$ cat config.mk
export PLATFORM = sky130hd
export DESIGN_NAME = button_gesture_classifier_top
export DESIGN_NICKNAME = d
export VERILOG_FILES = /design/src/rtl/bgc_pkg.sv /design/src/rtl/bgc_core.sv /design/src/rtl/button_gesture_classifier_top.sv
export SDC_FILE = /design/constraint.sdc
export NUM_CORES = 1
export LEC_CHECK = 0
export ABC_CLOCK_PERIOD_IN_PS = 3050
export BUFFER_PORTS_ARGS = -buffer_cell sky130_fd_sc_hd__buf_2
export CORE_MARGIN = 10
export CORE_UTILIZATION = 48
export DETAILED_ROUTE_END_ITERATION = 10
export GPL_TIMING_DRIVEN = 0
export MAX_ROUTING_LAYER = met4
export PLACE_DENSITY = 0.87
export SYNTH_ARGS = -nofsm -noshare
export SYNTH_HDL_FRONTEND = slang
export SYNTH_HIERARCHICAL = 1
export SYNTH_SLANG_ARGS = --single-unit
$ cat constraint.sdc
create_clock -name clk -period 3.05 [get_ports clk]
set_input_delay 0.7625 -clock clk [delete_from_list [all_inputs] [get_ports clk]]
set_output_delay 0.7625 -clock clk [all_outputs]
set_load 0.01 [all_outputs]
$ cat src/rtl/bgc_pkg.sv
// ============================================================================
// Button gesture classifier package
// Shared types, codes and constants of the button gesture classifier.
// ============================================================================
`default_nettype none

package bgc_pkg;

    localparam int MS_W = 14;
    localparam logic [MS_W-1:0] MS_MAX = {MS_W{1'b1}};
    localparam logic [MS_W-1:0] LONG_PRESS_RESET = 14'd300;
    localparam logic [MS_W-1:0] DOUBLE_CLICK_RESET = 14'd300;

    localparam int ADDR_W = 3;
    localparam int DATA_W = 32;

    typedef enum logic [0:0] {
        REG_LONG_PRESS   = 1'b0,
        REG_DOUBLE_CLICK = 1'b1
    } reg_index_t;

    typedef enum logic [1:0] {
        OP_TICK    = 2'd0,
        OP_PRESS   = 2'd1,
        OP_RELEASE = 2'd2,
        OP_OTHER   = 2'd3
    } op_t;

    typedef enum logic [2:0] {
        ACT_PREVIOUS = 3'd0,
        ACT_NEXT     = 3'd1,
        ACT_START    = 3'd2,
        ACT_SUSPEND  = 3'd3,
        ACT_CONTINUE = 3'd4
    } action_t;

    typedef enum logic [1:0] {
        PH_IDLE   = 2'd0,
        PH_HELD   = 2'd1,
        PH_WINDOW = 2'd2
    } phase_t;

    typedef struct packed {
        logic    valid;
        action_t action;
    } result_t;

endpackage

`default_nettype wire

$ cat src/rtl/bgc_core.sv
// ============================================================================
// Button gesture classifier core
// Phase FSM and millisecond counter; one item per cycle while accept is high.
// ============================================================================
`default_nettype none

module bgc_core
    import bgc_pkg::*;
(
    input  wire logic            clk,
    input  wire logic            rst_n,
    input  wire logic            accept,
    input  wire op_t             op,
    input  wire logic            started,
    input  wire logic            suspended,
    input  wire logic [MS_W-1:0] long_press_ms,
    input  wire logic [MS_W-1:0] double_click_ms,
    output result_t              res
);

    phase_t          phase_reg;
    phase_t          phase_next;
    logic [MS_W-1:0] elapsed_reg;
    logic [MS_W-1:0] elapsed_next;
    logic [MS_W-1:0] elapsed_inc;
    logic            expire;
    logic            long_hold;

    assign elapsed_inc = (elapsed_reg == MS_MAX) ? elapsed_reg : elapsed_reg + 14'd1;
    assign expire      = (elapsed_inc >= double_click_ms);
    assign long_hold   = (elapsed_reg > long_press_ms);

    always_comb
    begin
        phase_next   = phase_reg;
        elapsed_next = elapsed_reg;
        if (accept)
        begin
            case (op)
                OP_TICK:
                begin
                    case (phase_reg)
                        PH_HELD:
                        begin
                            elapsed_next = elapsed_inc;
                        end
                        PH_WINDOW:
                        begin
                            if (expire)
                            begin
                                phase_next   = PH_IDLE;
                                elapsed_next = '0;
                            end
                            else
                            begin
                                elapsed_next = elapsed_inc;
                            end
                        end
                        default:
                        begin
                        end
                    endcase
                end
                OP_PRESS:
                begin
                    case (phase_reg)
                        PH_WINDOW:
                        begin
                            phase_next   = PH_IDLE;
                            elapsed_next = '0;
                        end
                        PH_HELD:
                        begin
                        end
                        default:
                        begin
                            phase_next   = PH_HELD;
                            elapsed_next = '0;
                        end
                    endcase
                end
                OP_RELEASE:
                begin
                    case (phase_reg)
                        PH_HELD:
                        begin
                            phase_next   = long_hold ? PH_IDLE : PH_WINDOW;
                            elapsed_next = '0;
                        end
                        default:
                        begin
                        end
                    endcase
                end
                default:
                begin
                end
            endcase
        end
    end

    always_comb
    begin
        res.valid  = 1'b0;
        res.action = ACT_PREVIOUS;
        if (accept)
        begin
            case (op)
                OP_TICK:
                begin
                    if (phase_reg == PH_WINDOW && expire)
                    begin
                        res.valid = 1'b1;
                        if (!started)
                        begin
                            res.action = ACT_START;
                        end
                        else if (!suspended)
                        begin
                            res.action = ACT_SUSPEND;
                        end
                        else
                        begin
                            res.action = ACT_CONTINUE;
                        end
                    end
                end
                OP_PRESS:
                begin
                    if (phase_reg == PH_WINDOW)
                    begin
                        res.valid  = 1'b1;
                        res.action = ACT_NEXT;
                    end
                end
                OP_RELEASE:
                begin
                    if (phase_reg == PH_HELD && long_hold)
                    begin
                        res.valid  = 1'b1;
                        res.action = ACT_PREVIOUS;
                    end
                end
                default:
                begin
                end
            endcase
        end
    end

    always_ff @(posedge clk or negedge rst_n)
    begin
        if (!rst_n)
        begin
            phase_reg   <= PH_IDLE;
            elapsed_reg <= '0;
        end
        else
        begin
            phase_reg   <= phase_next;
            elapsed_reg <= elapsed_next;
        end
    end

endmodule

`default_nettype wire

$ cat src/rtl/button_gesture_classifier_top.sv
// ============================================================================
// Button gesture classifier top level
// Stream input of tick and key words, stream output of actions, APB registers.
// ============================================================================
// Output: a word's result is registered and shown in the cycle after the word.
// Throughput: one input word per cycle; the output register lets a new word in
// whenever it is empty or is being taken in the same cycle.
// Reset: rst_n clears the phase, the counter and the output valid at once and
// loads both time limits with 300 ms.
`default_nettype none

module button_gesture_classifier_top
    import bgc_pkg::*;
(
    input  wire logic              clk,
    input  wire logic              rst_n,
    input  wire logic              s_tvalid,
    output logic                   s_tready,
    input  wire logic [7:0]        s_tdata,   // [0] playback_started, [1] playback_suspended
    input  wire logic [1:0]        s_tuser,   // [1:0] operation
    output logic                   m_tvalid,
    input  wire logic              m_tready,
    output logic [7:0]             m_tdata,   // [2:0] action
    input  wire logic              psel,
    input  wire logic              penable,
    input  wire logic              pwrite,
    input  wire logic [ADDR_W-1:0] paddr,
    input  wire logic [DATA_W-1:0] pwdata,
    output logic [DATA_W-1:0]      prdata,
    output logic                   pready
);

    logic [MS_W-1:0] long_press_reg;
    logic [MS_W-1:0] double_click_reg;
    logic            out_valid_reg;
    action_t         action_reg;
    logic            in_accept;
    logic            cfg_write;
    reg_index_t      cfg_index;
    result_t         core_res;

    assign pready    = 1'b1;
    assign cfg_write = psel && penable && pwrite && pready;
    assign cfg_index = reg_index_t'(paddr[2]);

    always_comb
    begin
        case (cfg_index)
            REG_LONG_PRESS:   prdata = {{(DATA_W-MS_W){1'b0}}, long_press_reg};
            REG_DOUBLE_CLICK: prdata = {{(DATA_W-MS_W){1'b0}}, double_click_reg};
            default:          prdata = '0;
        endcase
    end

    always_ff @(posedge clk or negedge rst_n)
    begin
        if (!rst_n)
        begin
            long_press_reg   <= LONG_PRESS_RESET;
            double_click_reg <= DOUBLE_CLICK_RESET;
        end
        else if (cfg_write)
        begin
            if (cfg_index == REG_LONG_PRESS)
            begin
                long_press_reg <= pwdata[MS_W-1:0];
            end
            else
            begin
                double_click_reg <= pwdata[MS_W-1:0];
            end
        end
    end

    assign s_tready  = !out_valid_reg || m_tready;
    assign in_accept = s_tvalid && s_tready;

    bgc_core u_core (
        .clk             (clk),
        .rst_n           (rst_n),
        .accept          (in_accept),
        .op              (op_t'(s_tuser)),
        .started         (s_tdata[0]),
        .suspended       (s_tdata[1]),
        .long_press_ms   (long_press_reg),
        .double_click_ms (double_click_reg),
        .res             (core_res)
    );

    always_ff @(posedge clk or negedge rst_n)
    begin
        if (!rst_n)
        begin
            out_valid_reg <= 1'b0;
        end
        else if (core_res.valid)
        begin
            out_valid_reg <= 1'b1;
        end
        else if (m_tready)
        begin
            out_valid_reg <= 1'b0;
        end
    end

    always_ff @(posedge clk)
    begin
        if (core_res.valid)
        begin
            action_reg <= core_res.action;
        end
    end

    assign m_tvalid = out_valid_reg;
    assign m_tdata  = {5'b0, action_reg};

    assert property (@(posedge clk) disable iff (!rst_n)
        core_res.valid |=> m_tvalid)
        else $error("result of an accepted word did not reach the output");

    assert property (@(posedge clk) disable iff (!rst_n)
        !s_tready |-> (m_tvalid && !m_tready))
        else $error("input stalled without a blocked output");

    assert property (@(posedge clk) disable iff (!rst_n)
        core_res.valid |-> in_accept)
        else $error("result produced without an accepted word");

endmodule

`default_nettype wire
==> flow_summary_export.csv <==
group,metric,value,unit
die,start_util,49.2,%
final_layout,fin_nets,536,
routing,wl_per_cell,17.5,um
setup_path,cp-start-kind,"register",
setup_path,crit_family,"simple AND/OR/NAND/NOR gates",
min_path,holdPathStages,2,
clock_tree,path_clk_slew,0.09,ns
setup_path,slowest_stage,"dfrtp_1",
setup_path,cp_max_fo,6,
timing,finalHoldViolCount,0,
global_route,grt_pass1_wl,15100,um
setup_path,critPathMaxStageDelay,0.43,ns
setup_path,worstPathRequired,3.25,ns
die,coreArea,0.00721,mm2
clock_tree,cts_buffer_depth,2,
final_layout,finalNonFillerCells,549,
timing,rsz0062_at_grt,"yes",
setup_path,cp-end-kind,"register",
clock_tree,cts_buffers,5,
yosys,postSynth.asyncResetShare,93.8,%
die,die_w,106,um
clock_tree,cts_tree,"yes",
routing,first_pass_iters,4,
setup_path,reg2reg_depth,16,
setup_path,crit_chain,"ha_4, nand3_4, nor4_4, buf_4, nor2_2, and3_1, xor2_1, ha_1, and4_1, nand4_1, a311oi_4, a2111oi_4, buf_6, buf_6, buf_8, a22o_1",
global_route,grt_max_degree,46,
timing,setup-violations-final,23,
yosys,synth_top_flop_cell,"dfrtp_1",
die,ios,95,
clock_tree,cts-htree-levels,2,
timing,skew,0.00435,ns
global_route,antenna_found_initial,0,
placed_design,place_area,0.00403,mm2
timing,setup_slack,-0.380,ns
final_layout,antenna_cells,0,
final_layout,finalInstanceArea,0.00460,mm2
placed_design,gp_congestion,0.938,
setup_path,crit_path_start,"u_core/elapsed_reg[0]",
global_route,overflow,0,
yosys,seq_area_frac_synth,34.5,%
run_status,status,"finished with violations",
clock_tree,root_buffer,"clkbuf_8",
timing,min_period_over_period,112,%
setup_path,crit_top_cell,"buf_6",
timing,hold_ws,0.539,ns
timing,clock.fmax,292,MHz
min_path,hold_class,"register to register",
routing,viasPerCell,5.38,
clock_tree,postCtsHoldBufs,0,
pwr,peakVddDrop,0.000288,V
global_route,grtUsageTotal,16.6,%
timing,fin_tns_setup,-7.53,ns
timing,maxSlewViolCount,0,
yosys,ys_seq_elements,48,
timing,period_needed,3.43,ns
routing,drt_iter0_drc,156,
yosys,syn_area_per_cell,10.4,um2
setup_path,critPathArrivalTime,3.63,ns
setup_path,path_depth,16,
routing,drcViolationCount,0,
routing,wl,9580,um
global_route,first_global_vias,3036,
pwr,p_leak,0.00237,uW
yosys,syn_inst,342,
placed_design,dp_cells,506,
setup_path,crit_buf_inv,4,
yosys,synth_area,0.00355,mm2
clock_tree,cts_sinks,48,
clock_tree,clk_latency,0.31,ns
yosys,synthDistinctLibCells,56,
placed_design,io_buffers,43,
timing,max_slew_margin,30.4,%
yosys,synth_warnings,6,
routing,drtAntennaViolNets,0,
setup_path,reg2reg_from,"u_core/elapsed_reg[0]",
timing,worst_pin_slew,1.04,ns
setup_path,timing.rr.end,"u_core/elapsed_reg[1]",
final_layout,layout-drive-gt1-share,47.1,%
run_status,violations,"negative setup slack",
routing,vias,2953,
placed_design,place_hpwl,6530,um
die,fp.dieH,106,um
setup_path,crit_end,"u_core/elapsed_reg[1]",
yosys,synth-edff-count,3,
die,rows,31,
setup_path,crit_type,"register to register",
pwr,cellPowerDensity,409,mW/mm2
die,fp.dieArea,0.0112,mm2
setup_path,r2r_slack,-0.38,ns
final_layout,syn_to_final_growth,29.5,%
run,drv_cap,0,
-- through the flow --
| stage | total power [uW] | utilization [%] | worst slack [ns] |
|---|---|---|---|
| 5_1_grt | 1980 | 63.7 | -0.499 |
| 4_1_cts | 1860 | 62.5 | -0.332 |
| 3_3_place_gp | 1350 | 55.9 | -0.478 |
| 2_1_floorplan | 1210 | - | -0.103 |
| 3_5_place_dp | 1390 | 55.9 | -0.555 |
| 6_report | 1880 | 63.7 | -0.380 |
-- layout by cell type (no fill, tap or decap), types with 8 or more instances in the layout --
cell type  Yosys  layout
a21oi_1       16      14
buf_2          1      45
buf_4         25      51
buf_6          3       9
conb_1         2      24
dfrtp_1       37      27
dfrtp_2        0      10
dfstp_2        8       8
ha_1          35      34
inv_1         38      38
mux2_2        32      32
mux2_4        10      10
nand2_1       18      18
nand3_1       11       8
nand4_1        8       8
nor2_1        13      13
-- area by class of cell --
| class | count | area [um2] |
|---|---|---|
| Clock buffer | 6 | 93.8 |
| Tap cell | 99 | 124 |
| Timing Repair Buffer | 78 | 518 |
| Clock inverter | 2 | 12.5 |
| Fill cell | 557 | 2620 |
| Buffer | 30 | 238 |
| Multi-Input combinational cell | 248 | 2230 |
| Sequential cell | 48 | 1240 |
| Inverter | 38 | 143 |
-- cell usage after synthesis, types with 3 or more instances --
cell type	count	area [um2]
a22o_1	7	61.3
mux2_2	32	360
dfrtp_1	37	926
inv_1	38	143
mux2_4	10	150
buf_4	25	188
o31ai_1	3	22.5
a21oi_1	16	80.1
buf_6	3	33.8
nand4_1	8	50.1
nand3_1	11	55.1
a221o_1	3	30.0
and3_1	6	37.5
a21o_1	3	22.5
dfstp_2	8	210
ha_1	35	438
edfxtp_1	3	90.1
or2_2	3	18.8
and2_1	3	18.8
nor2_1	13	48.8
xnor2_1	7	61.3
o21ai_1	3	15.0
nand2_1	18	67.6
nand2b_1	3	18.8
-- kinds of logic (layout without fill, tap and decap cells) --
logic type | after synthesis | count (layout) | synth area share [%]
adder cells (fa/ha/maj) | 35 | 35 | 12.3
buffers and inverters | 68 | 154 | 10.5
flip-flops | 48 | 48 | 34.5
other | 2 | 24 | 0.212
multiplexers | 44 | 44 | 14.9
XOR/XNOR | 9 | 9 | 2.22
AND/OR/NAND/NOR | 85 | 85 | 14.4
AO/OA/AOI/OAI | 51 | 51 | 10.8
-- metal layers --
metal | vias to the layer above | share of wire, % | GRT usage [%]
li1 | 1384 | - | -
met1 | 1415 | 40 | 18.9
met2 | 129 | 52 | 29.4
met3 | 25 | 6.4 | 3.44
met4 | 0 | 1.8 | 3.77
met5 | - | 0 | -
-- how the worst min path moves through the flow --
stage                          end                 from  slack (ns)
2_1_floorplan  double_click_reg[0]                rst_n        0.47
3_3_place_gp              m_tvalid             m_tvalid        0.50
3_5_place_dp              m_tvalid             m_tvalid        0.52
4_1_cts        double_click_reg[4]  double_click_reg[4]        0.54
5_1_grt        double_click_reg[1]  double_click_reg[1]        0.56
6_report                  m_tvalid             m_tvalid        0.54
-- report_power, final --
group / leakage [uW] / total [uW] / switching, uW / internal (uW)
logic: 0.00174 / 616 / 313 / 303
registers: 0.000575 / 824 / 74.4 / 750
clock network: 0.0000523 / 438 / 228 / 210
total: 0.00237 / 1880 / 616 / 1260
-- worst reg2reg max path, cell delays in order (launching register included) --
cell,delay [ns]
dfrtp_1,0.43
ha_4,0.18
nand3_4,0.09
nor4_4,0.21
buf_4,0.20
nor2_2,0.06
and3_1,0.19
xor2_1,0.15
ha_1,0.29
and4_1,0.23
nand4_1,0.20
a311oi_4,0.38
a2111oi_4,0.11
buf_6,0.16
buf_6,0.11
buf_8,0.12
a22o_1,0.21
-- repair_timing --
| action | CTS | global route |
|---|---|---|
| pin swaps | 20 | 6 |
| cloned | 2 | 0 |
| setup buffers | 29 | 4 |
| setup endpoints to repair | 23 | 23 |
| gates resized for setup | 29 | 12 |
No activity file was read; power rests on OpenSTA's default activity.
